$ cat config.mk
export PLATFORM = sky130hd
export DESIGN_NAME = yiq_luma_adjust_pixel
export DESIGN_NICKNAME = d
export VERILOG_FILES = /design/src/hdl/yiq_pkg.sv /design/src/hdl/yiq_front.sv /design/src/hdl/yiq_queue.sv /design/src/hdl/yiq_back.sv /design/src/hdl/yiq_luma_adjust_pixel.sv
export SDC_FILE = /design/constraint.sdc
export NUM_CORES = 2
export LEC_CHECK = 0
export ABC_AREA = 1
export BUFFER_PORTS_ARGS = -buffer_cell sky130_fd_sc_hd__clkbuf_2
export CAP_MARGIN = 20
export CORE_ASPECT_RATIO = 0.9
export CORE_MARGIN = 1.5
export CORE_UTILIZATION = 32
export CTS_CLUSTER_DIAMETER = 150
export DETAILED_ROUTE_END_ITERATION = 12
export HOLD_SLACK_MARGIN = 0.05
export PLACE_DENSITY = 0.56
export SETUP_SLACK_MARGIN = 0.02
export SLEW_MARGIN = 40
export SYNTH_ARGS = -nofsm -noshare
export SYNTH_HDL_FRONTEND = slang
export SYNTH_SLANG_ARGS = --single-unit
$ cat constraint.sdc
create_clock -name clk -period 14.55 [get_ports clk]
set_clock_uncertainty 0.2 [all_clocks]
set_input_delay 0 -clock clk [delete_from_list [all_inputs] [get_ports clk]]
set_output_delay 0 -clock clk [all_outputs]
set_load 0.01 [all_outputs]
$ cat src/hdl/yiq_pkg.sv
// ============================================================================
// yiq_pkg
// Shared types, coefficients and codes for the YIQ luma adjust pixel block.
// ============================================================================
package yiq_pkg;

    // Signed Q8.8 luma and chroma triple carried between front and back.
    typedef struct packed {
        logic signed [16:0] y;
        logic signed [16:0] i;
        logic signed [16:0] q;
    } yiq_t;

    // Register indexes of the configuration port.
    localparam logic [1:0] CFG_MODE      = 2'd0;
    localparam logic [1:0] CFG_THRESHOLD = 2'd1;
    localparam logic [1:0] CFG_GAIN      = 2'd2;

    // Luma adjust mode codes.
    localparam logic [2:0] MODE_PASS      = 3'd0;
    localparam logic [2:0] MODE_NEGATE    = 3'd1;
    localparam logic [2:0] MODE_BINARY    = 3'd2;
    localparam logic [2:0] MODE_ABOVE_MAX = 3'd3;
    localparam logic [2:0] MODE_TRUNCATE  = 3'd4;
    localparam logic [2:0] MODE_GAIN      = 3'd5;

    // Configuration seen by the back end.
    typedef struct packed {
        logic [2:0]  mode;
        logic [7:0]  threshold;
        logic [15:0] gain;
    } luma_cfg_t;

    // Full-scale luma, 255.0 in Q8.8.
    localparam logic signed [16:0] Y_MAX = 17'sd65280;

    // Forward matrix, Q12.
    localparam logic signed [13:0] FWD_YR = 14'sd1225;
    localparam logic signed [13:0] FWD_YG = 14'sd2404;
    localparam logic signed [13:0] FWD_YB = 14'sd467;
    localparam logic signed [13:0] FWD_IR = 14'sd2441;
    localparam logic signed [13:0] FWD_IG = -14'sd1122;
    localparam logic signed [13:0] FWD_IB = -14'sd1319;
    localparam logic signed [13:0] FWD_QR = 14'sd864;
    localparam logic signed [13:0] FWD_QG = -14'sd2142;
    localparam logic signed [13:0] FWD_QB = 14'sd1278;

    // Inverse matrix, Q12.
    localparam logic signed [13:0] INV_RY = 14'sd4096;
    localparam logic signed [13:0] INV_RI = 14'sd3916;
    localparam logic signed [13:0] INV_RQ = 14'sd2544;
    localparam logic signed [13:0] INV_GY = 14'sd4096;
    localparam logic signed [13:0] INV_GI = -14'sd1114;
    localparam logic signed [13:0] INV_GQ = -14'sd2650;
    localparam logic signed [13:0] INV_BY = 14'sd4096;
    localparam logic signed [13:0] INV_BI = -14'sd4530;
    localparam logic signed [13:0] INV_BQ = 14'sd6975;

    // One row of the forward matrix, rounded from Q12 to Q8.
    function automatic logic signed [16:0] fwd_row(
        input logic signed [13:0] c0,
        input logic signed [13:0] c1,
        input logic signed [13:0] c2,
        input logic [7:0]         r,
        input logic [7:0]         g,
        input logic [7:0]         b
    );
        logic signed [21:0] rr;
        logic signed [21:0] gg;
        logic signed [21:0] bb;
        logic signed [21:0] sum;
        logic signed [21:0] rounded;
        rr      = $signed({14'd0, r});
        gg      = $signed({14'd0, g});
        bb      = $signed({14'd0, b});
        sum     = 22'(c0) * rr + 22'(c1) * gg + 22'(c2) * bb;
        rounded = (sum + 22'sd8) >>> 4;
        return 17'(rounded);
    endfunction

    // One row of the inverse matrix, Q20 result.
    function automatic logic signed [31:0] inv_row(
        input logic signed [13:0] c0,
        input logic signed [13:0] c1,
        input logic signed [13:0] c2,
        input logic signed [16:0] y,
        input logic signed [16:0] i,
        input logic signed [16:0] q
    );
        return 32'(c0) * 32'(y) + 32'(c1) * 32'(i) + 32'(c2) * 32'(q);
    endfunction

endpackage

$ cat src/hdl/yiq_front.sv
// ============================================================================
// yiq_front
// Accepts RGB pixels and converts them to registered Q8.8 YIQ values.
// ============================================================================
module yiq_front
    import yiq_pkg::*;
(
    input  logic       clk,
    input  logic       rst_n,
    input  logic       in_valid,
    output logic       in_ready,
    input  logic [7:0] red,
    input  logic [7:0] green,
    input  logic [7:0] blue,
    output logic       out_valid,
    input  logic       out_ready,
    output yiq_t       out_yiq
);

    logic valid_reg;
    logic valid_next;
    yiq_t yiq_reg;
    yiq_t yiq_next;

    assign in_ready = !valid_reg || out_ready;

    always_comb
    begin
        yiq_next.y = fwd_row(FWD_YR, FWD_YG, FWD_YB, red, green, blue);
        yiq_next.i = fwd_row(FWD_IR, FWD_IG, FWD_IB, red, green, blue);
        yiq_next.q = fwd_row(FWD_QR, FWD_QG, FWD_QB, red, green, blue);
        valid_next = in_ready ? in_valid : valid_reg;
    end

    always_ff @(posedge clk or negedge rst_n)
    begin
        if (!rst_n)
        begin
            valid_reg <= 1'b0;
        end
        else
        begin
            valid_reg <= valid_next;
        end
    end

    always_ff @(posedge clk)
    begin
        if (in_ready && in_valid)
        begin
            yiq_reg <= yiq_next;
        end
    end

    assign out_valid = valid_reg;
    assign out_yiq   = yiq_reg;

endmodule

$ cat src/hdl/yiq_queue.sv
// ============================================================================
// yiq_queue
// Short first-in first-out queue of YIQ values between front and back.
// ============================================================================
module yiq_queue
    import yiq_pkg::*;
#(
    parameter int DEPTH = 4
)
(
    input  logic clk,
    input  logic rst_n,
    input  logic in_valid,
    output logic in_ready,
    input  yiq_t in_yiq,
    output logic out_valid,
    input  logic out_ready,
    output yiq_t out_yiq
);

    localparam int PTR_W = (DEPTH > 1) ? $clog2(DEPTH) : 1;
    localparam int CNT_W = $clog2(DEPTH + 1);

    yiq_t             entry_reg [DEPTH];
    logic [PTR_W-1:0] wr_ptr_reg;
    logic [PTR_W-1:0] wr_ptr_next;
    logic [PTR_W-1:0] rd_ptr_reg;
    logic [PTR_W-1:0] rd_ptr_next;
    logic [CNT_W-1:0] count_reg;
    logic [CNT_W-1:0] count_next;
    logic             push;
    logic             pop;

    assign in_ready  = (count_reg != CNT_W'(DEPTH));
    assign out_valid = (count_reg != '0);
    assign push      = in_valid && in_ready;
    assign pop       = out_valid && out_ready;
    assign out_yiq   = entry_reg[rd_ptr_reg];

    always_comb
    begin
        wr_ptr_next = wr_ptr_reg;
        rd_ptr_next = rd_ptr_reg;
        count_next  = count_reg;
        if (push)
        begin
            wr_ptr_next = (wr_ptr_reg == PTR_W'(DEPTH - 1)) ? '0 : wr_ptr_reg + 1'b1;
        end
        if (pop)
        begin
            rd_ptr_next = (rd_ptr_reg == PTR_W'(DEPTH - 1)) ? '0 : rd_ptr_reg + 1'b1;
        end
        if (push && !pop)
        begin
            count_next = count_reg + 1'b1;
        end
        else if (pop && !push)
        begin
            count_next = count_reg - 1'b1;
        end
    end

    always_ff @(posedge clk or negedge rst_n)
    begin
        if (!rst_n)
        begin
            wr_ptr_reg <= '0;
            rd_ptr_reg <= '0;
            count_reg  <= '0;
        end
        else
        begin
            wr_ptr_reg <= wr_ptr_next;
            rd_ptr_reg <= rd_ptr_next;
            count_reg  <= count_next;
        end
    end

    always_ff @(posedge clk)
    begin
        if (push)
        begin
            entry_reg[wr_ptr_reg] <= in_yiq;
        end
    end

endmodule

$ cat src/hdl/yiq_back.sv
// ============================================================================
// yiq_back
// Adjusts luma by mode, converts back to RGB, then rounds and clamps.
// ============================================================================
module yiq_back
    import yiq_pkg::*;
(
    input  logic       clk,
    input  logic       rst_n,
    input  luma_cfg_t  cfg,
    input  logic       in_valid,
    output logic       in_ready,
    input  yiq_t       in_yiq,
    output logic       out_valid,
    input  logic       out_ready,
    output logic [7:0] red,
    output logic [7:0] green,
    output logic [7:0] blue
);

    logic               advance;
    logic               a_valid_reg;
    logic               b_valid_reg;
    logic               c_valid_reg;
    yiq_t               a_yiq_reg;
    logic [31:0]        a_prod_reg;
    logic [31:0]        a_prod_next;
    logic signed [31:0] b_r_reg;
    logic signed [31:0] b_g_reg;
    logic signed [31:0] b_b_reg;
    logic signed [31:0] b_r_next;
    logic signed [31:0] b_g_next;
    logic signed [31:0] b_b_next;
    logic signed [16:0] y_adj;
    logic signed [16:0] thr_q8;
    logic [24:0]        gain_y;
    logic [7:0]         c_r_reg;
    logic [7:0]         c_g_reg;
    logic [7:0]         c_b_reg;

    function automatic logic [7:0] round_clamp(input logic signed [31:0] acc);
        logic signed [31:0] v;
        v = (acc + 32'sd524288) >>> 20;
        if (v < 0)
        begin
            return 8'd0;
        end
        else if (v > 32'sd255)
        begin
            return 8'd255;
        end
        return v[7:0];
    endfunction

    assign advance  = !c_valid_reg || out_ready;
    assign in_ready = advance;

    always_comb
    begin
        a_prod_next = 32'(in_yiq.y[15:0]) * 32'(cfg.gain);
    end

    always_comb
    begin
        thr_q8 = $signed({1'b0, cfg.threshold, 8'd0});
        gain_y = 25'((33'(a_prod_reg) + 33'd128) >> 8);
        unique case (cfg.mode)
            MODE_NEGATE:
                y_adj = Y_MAX - a_yiq_reg.y;
            MODE_BINARY:
                y_adj = (a_yiq_reg.y > thr_q8) ? Y_MAX : 17'sd0;
            MODE_ABOVE_MAX:
                y_adj = (a_yiq_reg.y > thr_q8) ? Y_MAX : a_yiq_reg.y;
            MODE_TRUNCATE:
                y_adj = (a_yiq_reg.y > thr_q8) ? thr_q8 : a_yiq_reg.y;
            MODE_GAIN:
                y_adj = (gain_y > 25'(Y_MAX)) ? Y_MAX : $signed({1'b0, gain_y[15:0]});
            default:
                y_adj = a_yiq_reg.y;
        endcase
        b_r_next = inv_row(INV_RY, INV_RI, INV_RQ, y_adj, a_yiq_reg.i, a_yiq_reg.q);
        b_g_next = inv_row(INV_GY, INV_GI, INV_GQ, y_adj, a_yiq_reg.i, a_yiq_reg.q);
        b_b_next = inv_row(INV_BY, INV_BI, INV_BQ, y_adj, a_yiq_reg.i, a_yiq_reg.q);
    end

    always_ff @(posedge clk or negedge rst_n)
    begin
        if (!rst_n)
        begin
            a_valid_reg <= 1'b0;
            b_valid_reg <= 1'b0;
            c_valid_reg <= 1'b0;
        end
        else if (advance)
        begin
            a_valid_reg <= in_valid;
            b_valid_reg <= a_valid_reg;
            c_valid_reg <= b_valid_reg;
        end
    end

    always_ff @(posedge clk)
    begin
        if (advance)
        begin
            a_yiq_reg  <= in_yiq;
            a_prod_reg <= a_prod_next;
            b_r_reg    <= b_r_next;
            b_g_reg    <= b_g_next;
            b_b_reg    <= b_b_next;
            c_r_reg    <= round_clamp(b_r_reg);
            c_g_reg    <= round_clamp(b_g_reg);
            c_b_reg    <= round_clamp(b_b_reg);
        end
    end

    assign out_valid = c_valid_reg;
    assign red       = c_r_reg;
    assign green     = c_g_reg;
    assign blue      = c_b_reg;

endmodule

$ cat src/hdl/yiq_luma_adjust_pixel.sv
// ============================================================================
// yiq_luma_adjust_pixel
// RGB pixel stream converted to YIQ, luma adjusted by mode, converted back.
// ============================================================================
// The block accepts one RGB pixel per clock cycle and returns one adjusted
// pixel per clock cycle while the output side is ready. A pixel passes from
// its input transaction to its output through the forward conversion
// register, the queue, and the back-end gain product, inverse conversion,
// and round and clamp stages. The queue of QUEUE_DEPTH entries lets the
// input keep taking pixels for a while when the output stalls.
// Configuration is written through cfg_we, cfg_index and cfg_data; the user
// must write it while no pixel is in flight. The block does not enforce this.
module yiq_luma_adjust_pixel
    import yiq_pkg::*;
#(
    parameter int QUEUE_DEPTH = 4
)
(
    input  logic        clk,
    input  logic        rst_n,
    input  logic        s_tvalid,
    output logic        s_tready,
    input  logic [23:0] s_tdata,   // blue [23:16], green [15:8], red [7:0]
    output logic        m_tvalid,
    input  logic        m_tready,
    output logic [23:0] m_tdata,   // blue [23:16], green [15:8], red [7:0]
    input  logic        cfg_we,
    input  logic [1:0]  cfg_index,
    input  logic [15:0] cfg_data
);

    luma_cfg_t cfg_reg;
    luma_cfg_t cfg_next;
    logic      f_valid;
    logic      f_ready;
    yiq_t      f_yiq;
    logic      q_valid;
    logic      q_ready;
    yiq_t      q_yiq;

    always_comb
    begin
        cfg_next = cfg_reg;
        if (cfg_we)
        begin
            unique case (cfg_index)
                CFG_MODE:      cfg_next.mode      = cfg_data[2:0];
                CFG_THRESHOLD: cfg_next.threshold = cfg_data[7:0];
                CFG_GAIN:      cfg_next.gain      = cfg_data;
                default:       cfg_next           = cfg_reg;
            endcase
        end
    end

    always_ff @(posedge clk or negedge rst_n)
    begin
        if (!rst_n)
        begin
            cfg_reg.mode      <= MODE_PASS;
            cfg_reg.threshold <= 8'd128;
            cfg_reg.gain      <= 16'd256;
        end
        else
        begin
            cfg_reg <= cfg_next;
        end
    end

    yiq_front u_front
    (
        .clk       (clk),
        .rst_n     (rst_n),
        .in_valid  (s_tvalid),
        .in_ready  (s_tready),
        .red       (s_tdata[7:0]),
        .green     (s_tdata[15:8]),
        .blue      (s_tdata[23:16]),
        .out_valid (f_valid),
        .out_ready (f_ready),
        .out_yiq   (f_yiq)
    );

    yiq_queue #(.DEPTH(QUEUE_DEPTH)) u_queue
    (
        .clk       (clk),
        .rst_n     (rst_n),
        .in_valid  (f_valid),
        .in_ready  (f_ready),
        .in_yiq    (f_yiq),
        .out_valid (q_valid),
        .out_ready (q_ready),
        .out_yiq   (q_yiq)
    );

    yiq_back u_back
    (
        .clk       (clk),
        .rst_n     (rst_n),
        .cfg       (cfg_reg),
        .in_valid  (q_valid),
        .in_ready  (q_ready),
        .in_yiq    (q_yiq),
        .out_valid (m_tvalid),
        .out_ready (m_tready),
        .red       (m_tdata[7:0]),
        .green     (m_tdata[15:8]),
        .blue      (m_tdata[23:16])
    );

endmodule
---- Word level (Yosys, flattened, before mapping) ----
Memory sizes are Yosys's and may differ from the RTL's.
Index checks and enable logic that the tools add are counted.
operators by class
  equality and inequality tests ........... 10
  bitwise operators ....................... 0
  order comparisons ....................... 8
  reductions and logical operators ........ 17
  muxes and demuxes ....................... 29
  div/mod/pow operators ................... 0
  multiply operators ...................... 16
  shifts and indexed selects .............. 0
  add/subtract/negate cells ............... 24
operators by type and width
  operator                count
  $add 21x21->21          6
  $add 32x21->32 const B  3
  $add 32x32->32          3
  $pmux 17 s5             1
  $mux 8                  9
  $add 21x5->21 const B   3
  $mul 11x17->28 const A  2
  $gt 12x9->1 const B     3
  $lt 12x1->1 const B     3
  $mul 10x8->18 const A   2
  $mux 17                 2
  $add 32x8->33 const B   1
  $add 29x31->32          1
  $mul 16x16->32          1
  $mux 16                 2
  $add 29x30->31          1
  $mul 14x17->31 const A  1
  $add 29x29->30          1
  $mul 13x17->30 const A  1
  $mul 12x17->29 const A  1
  $mul 9x17->26 const A   1
  $gt 25x16->1 const B    1
  $mul 12x9->21 const A   1
  $mul 11x9->20 const A   1
  other kinds (26)        53
word-level totals
  ROM bits ................................ 0
  output and inout port bits .............. 26
  bits of input ports ..................... 47
  register bits ........................... 292
  memory bits (writable) .................. 204
  logic and storage cells ................. 128
  memories kept ........................... 1
  bits in latches ......................... 0
memories
  name               words  bits a word  read ports  clocked after memory_dff  wr ports  line             text
  u_queue.entry_reg  4      51           1           0                         1         yiq_queue.sv:24  yiq_t entry_reg [DEPTH];

---- Depth between registers and ports, before layout ----
  depth in word-level cells ............... 6
  mapped depth ............................ 38
  depth with buffers taken out ............ 38

---- Hierarchy ----
Synthesis repeated with hierarchy kept, for this count alone.
unflattened totals
  cell total of the unflattened synthesis .. 7884
  area, all modules ....................... 71149.5 um^2
modules (own cells, without submodules)
  module                 instances  area each (um^2)  seq. area each (um^2)  cells each
  yiq_back               1          43499.2           4219.0                 5052
  yiq_front              1          17677.0           1556.5                 2056
  yiq_queue              1          8843.5            6301.0                 654
  yiq_luma_adjust_pixel  1          1129.8            678.2                  122

---- Least setup slack after synthesis ----
No wires, ideal clock.
  path type ............................... register to register
  start point ............................. register u_back.a_yiq_reg[16] (netlist name)
  end point ............................... register u_back.b_b_reg[30], data pin
  cell stages (with the launch flop) ...... 28
  data arrival time ....................... 7423 ps
  path buffers ............................ 0
  setup slack ............................. 6668 ps
  library setup time ...................... 259 ps
  data required time ...................... 14091 ps
  clock period less this slack ............ 7882 ps
  path through ............................ edfxtp_1 > fa_1 > xnor2_1 > xor2_1 > fa_1 > inv_1 > fa_1 > fa_1 > inv_1 > fa_1 > inv_1 > ha_1 > nand2_1 > nor4_1 > nand4_1 > nand3_1 > nand2_1 > nand2_1 > a21oi_1 > xor2_1 > fa_1 > ha_1 > nand2_1 > nor3_1 > nand2_1 > or2_2 > nand4_1 > xor2_1
on the way
  word-level cells in the longest chain between the ends .. 2
ends and longest elaborated chain
  element                   line             text
  start: declaration        yiq_back.sv:25   yiq_t a_yiq_reg;
  start signal: assignment  yiq_back.sv:106  a_yiq_reg <= in_yiq;
  $mul 14x17->31            yiq_pkg.sv:90    return 32'(c0) * 32'(y) + 32'(c1) * 32'(i) + 32'(c2) * 32'(q);
  $add 32x32->32            yiq_pkg.sv:90
  via u_back.b_b_next[30]   yiq_back.sv:33   logic signed [31:0] b_b_next;
  end signal: assignment    yiq_back.sv:110  b_b_reg <= b_b_next;
  end: declaration          yiq_back.sv:30   logic signed [31:0] b_b_reg;
The timed path passes the listed nets, and every way through them passes these cells.
A chain may end at the register's enable or synchronous reset.

---- Worst setup path in the final report ----
  start point ............................. register u_back.a_yiq_reg[17] (netlist name)
  end point ............................... register u_back.b_r_reg[31], data pin
on the way
  word-level cells in the longest chain between the ends .. 3
ends and longest elaborated chain
  element                  line             text
  $mul 11x17->28           yiq_pkg.sv:90
  $add 29x30->31           yiq_pkg.sv:90
  $add 32x32->32           yiq_pkg.sv:90
  via u_back.b_r_next[31]  yiq_back.sv:31   logic signed [31:0] b_r_next;
  end signal: assignment   yiq_back.sv:108  b_r_reg <= b_r_next;
  end: declaration         yiq_back.sv:28   logic signed [31:0] b_r_reg;
The timed path passes the listed nets, and every way through them passes these cells.

==> run summary <==
The flow ran to the end, and the final reports show no timing, DRC or antenna violations. The clock passes through at most 3 buffers. The routed length per instance works out to 19.02 um. Of all nets on the critical path, the largest fanout is 11. Slowest library cell on the worst path: edfxtp_1.

The post-synthesis cell type count is 58. The most numerous cell type found on the critical path is nand2_1. The shortest clock period the worst path allows after layout is 8843 ps, and the via density per instance is 4.816.

After synthesis the cells add up to 0.07091 mm2. In the synthesized netlist the dominant register cell turns out to be edfxtp_1. The antenna diode instance count is 0, and the net count of the mapped netlist is 10,090.

The max-cap violation count was 0. For the pin with the worst max-slew slack, the measured transition is 921.5 ps. The run gives 0 as the total grt overflow. The area occupied by registers is 0.01279 mm2, and the placer congestion estimate is 0.9553. The clock sink count was 432. Counting the fill cells in the layout gives 22,440. The synthesized design spends more area on one cell type than any other, namely fa_1. For the worst setup path, the data arrival time is 9020 ps.

The share of the Yosys chip area taken by registers is 18.03%. The fraction of post-synthesis cell area in the top cell type by area was 26.23%; the starting utilization of the core area was 32.29%. After clock tree synthesis, the repair step resized 0 gates.

For this run, asynchronously set or reset flops after synthesis account for 8.796%. The total negative slack for setup checks is 0 ps, and the number of port buffers is 72. Clock tree synthesis selected as its root buffer the cell clkbuf_16. The wire-length estimate of the detail-placed layout is 180,300 um. Clock-pin slew was measured on the worst setup and hold paths at 60 ps. Yosys instantiated no cell more often than inv_1.

In the global route stage, overall resource usage came out at 18.76%. The clock latency on the worst-skew pair is 690 ps, and the number of iterations in the first detailed-routing pass is 6. STA classifies the critical path endpoint as a flop. The remaining antenna violation count after routing is 0, and the horizontal die dimension is 499.2 um. Once the clock tree was built, the setup fixing pass inserted 0 buffers.

The finished cells cover 0.07738 mm2. The detailed router finished its first iteration with 3,699 violations. The floorplan step set the die height to 449.6 um.

For the hold violation total from the final report, the log shows 0. For the wire length of the first global-routing pass, the log shows 325,600 um. Setup repair after global routing left no endpoint under its margin. The logs give 53,310 for the number of vias in the routed layout and 0.2244 mm2 for the area enclosed by the die boundary. The growth of design area from synthesis to finish came out at 9.113%. The type of the worst setup path is flop to flop. The class of the worst hold path is primary input to flop. TritonCTS built the clock tree. The via count of the first global-routing pass is 54,860, and the part of the cycle the worst path needs is 60.78%. In the synthesized netlist, the cells that appear most often are inv_1, nand2_1, ha_1. Clock tree synthesis inserted a total of 53 buffers. The number of rows in the core area was 163; the number of levels in the clock H-tree was 2. After synthesis, the mean cell area works out to 8.853 um2. In this run, post-CTS hold repair placed 61 buffers. Synthesis produced a netlist whose cell count is 8,010.

Summing all placed instances gives a cell area of 0.07484 mm2. The post-route netlist has 3.116% of its cells at a drive strength greater than 1. The tools report the number of failing setup endpoints in the final timing report as 0. For the area inside the core boundary, the log shows 0.2196 mm2.

For the worst setup path, the data required time is 14,730 ps. In this design, the stage delay of the slowest critical-path cell is 610 ps. Detailed-route DRC error count: 0. The maximum number of pins on one net before global-route repair is 87.

After synthesis, the cell types taking the most area are fa_1, ha_1, edfxtp_1. The tools report the max-slew violation count as 0. The number of antenna violations at the first check in global routing is 5, and the flip-flop count of the largest register after layout is 204. Counting flops with a built-in enable in the synthesized netlist gives 394.

Yosys printed 0 warnings. During I/O placement, the number of pins put on the boundary was 73. For this block, the routed nets add up to 210,600 um of wire. Startpoint class of the critical path: a flop. Number of nets in the final layout: 10,220. In the final layout, the multi-input gates occupy 0.05090 mm2. After synthesis the netlist holds a flip-flop and latch count of 432. Derived from the worst setup path, the maximum achievable clock frequency is 113.1 MHz. For the max-slew headroom at the worst pin, the log shows 38.57%.
area by class of cell:
type                    instances  area share, %
flip-flops and latches        432          16.52
inverters                    1868          9.068
clock buffers                  58          1.738
well taps                    2887          4.668
multi-input cells            5631          65.78
clock inverters                36         0.6209
repair buffers                158          1.596
logic make-up (layout without fill, tap and decap cells):
group | after synthesis | count (layout) | synth area share, %
simple gates | 2074 | 2074 | 12.09
fa+ha+maj | 2028 | 2028 | 45.62
buf+inv | 1947 | 2120 | 10.34
compound gates | 1100 | 1100 | 8.628
flops | 432 | 432 | 18.03
xor+xnor | 429 | 429 | 5.298
worst paths after layout:
path | cells after the start | startpoint | slack [ps] | end
worst max-delay path | 35 | u_back.a_yiq_reg[17] | 5710 | u_back.b_r_reg[31]
worst min-delay path | 6 | m_tready | 140 | u_back.b_valid_reg
worst max register to register | 35 | u_back.a_yiq_reg[17] | 5710 | u_back.b_r_reg[31]
worst min register to register | 0 | u_front.out_yiq[31] | 290 | u_queue.entry_reg[0][31]
max in group asynchronous | 4 | rst_n | 13670 | cfg_reg[23]
min in group asynchronous | 4 | rst_n | 210 | cfg_reg[9]
routing by layer:
layer	up-vias	routed length, um	GRT usage, %
met5	-	27	0
met3	184	12520	2.768
met4	4	4068	3.683
li1	25790	-	-
met2	1369	93590	29.86
met1	25960	100400	26.93
per-stage QoR:
| step | setup slack [ps] | utilization, % | hold WS, ps | cells |
|---|---|---|---|---|
| 2_1_floorplan | 6668 | - | -495.6 | 8010 |
| 3_3_place_gp | 5929 | 34.05 | 18.56 | 10910 |
| 3_5_place_dp | 5771 | 34.07 | -128.3 | 10910 |
| 4_1_cts | 5728 | 35.19 | 91.06 | 11070 |
| 5_1_grt | 5172 | 35.23 | 176.4 | 11070 |
| 6_report | 5707 | 35.23 | 136.9 | 11070 |
placed cells by master, fill, tap and decap left out, drive strengths merged, types with 35 or more instances in the layout:
cell	netlist	routed
ha	1099	1099
xor2	284	284
edfxtp	394	394
o22ai	35	35
nor3	63	63
clkbuf	63	130
nor2	540	540
xnor2	145	145
dfrtp	36	36
nand2	1110	1110
o21ai	369	369
dlygate4sd3	0	60
fa	929	929
a21o	40	40
inv	1866	1874
nand4	64	64
nand3	227	227
a21oi	481	481
critical path, delay by kind of cell, from the launching register on:
| family | cells | cell delay (ps) |
|---|---|---|
| and+or+nand+nor | 12 | 1680 |
| buffers and inverters | 4 | 320 |
| DFF | 1 | 610 |
| AOI/OAI and AO/OA | 7 | 1770 |
| xor gates and xnor gates | 4 | 760 |
| adders and majority gates | 8 | 3180 |
Power is not shown: default switching activity piles up to over one toggle a cycle in this logic, so the estimate is an artifact.
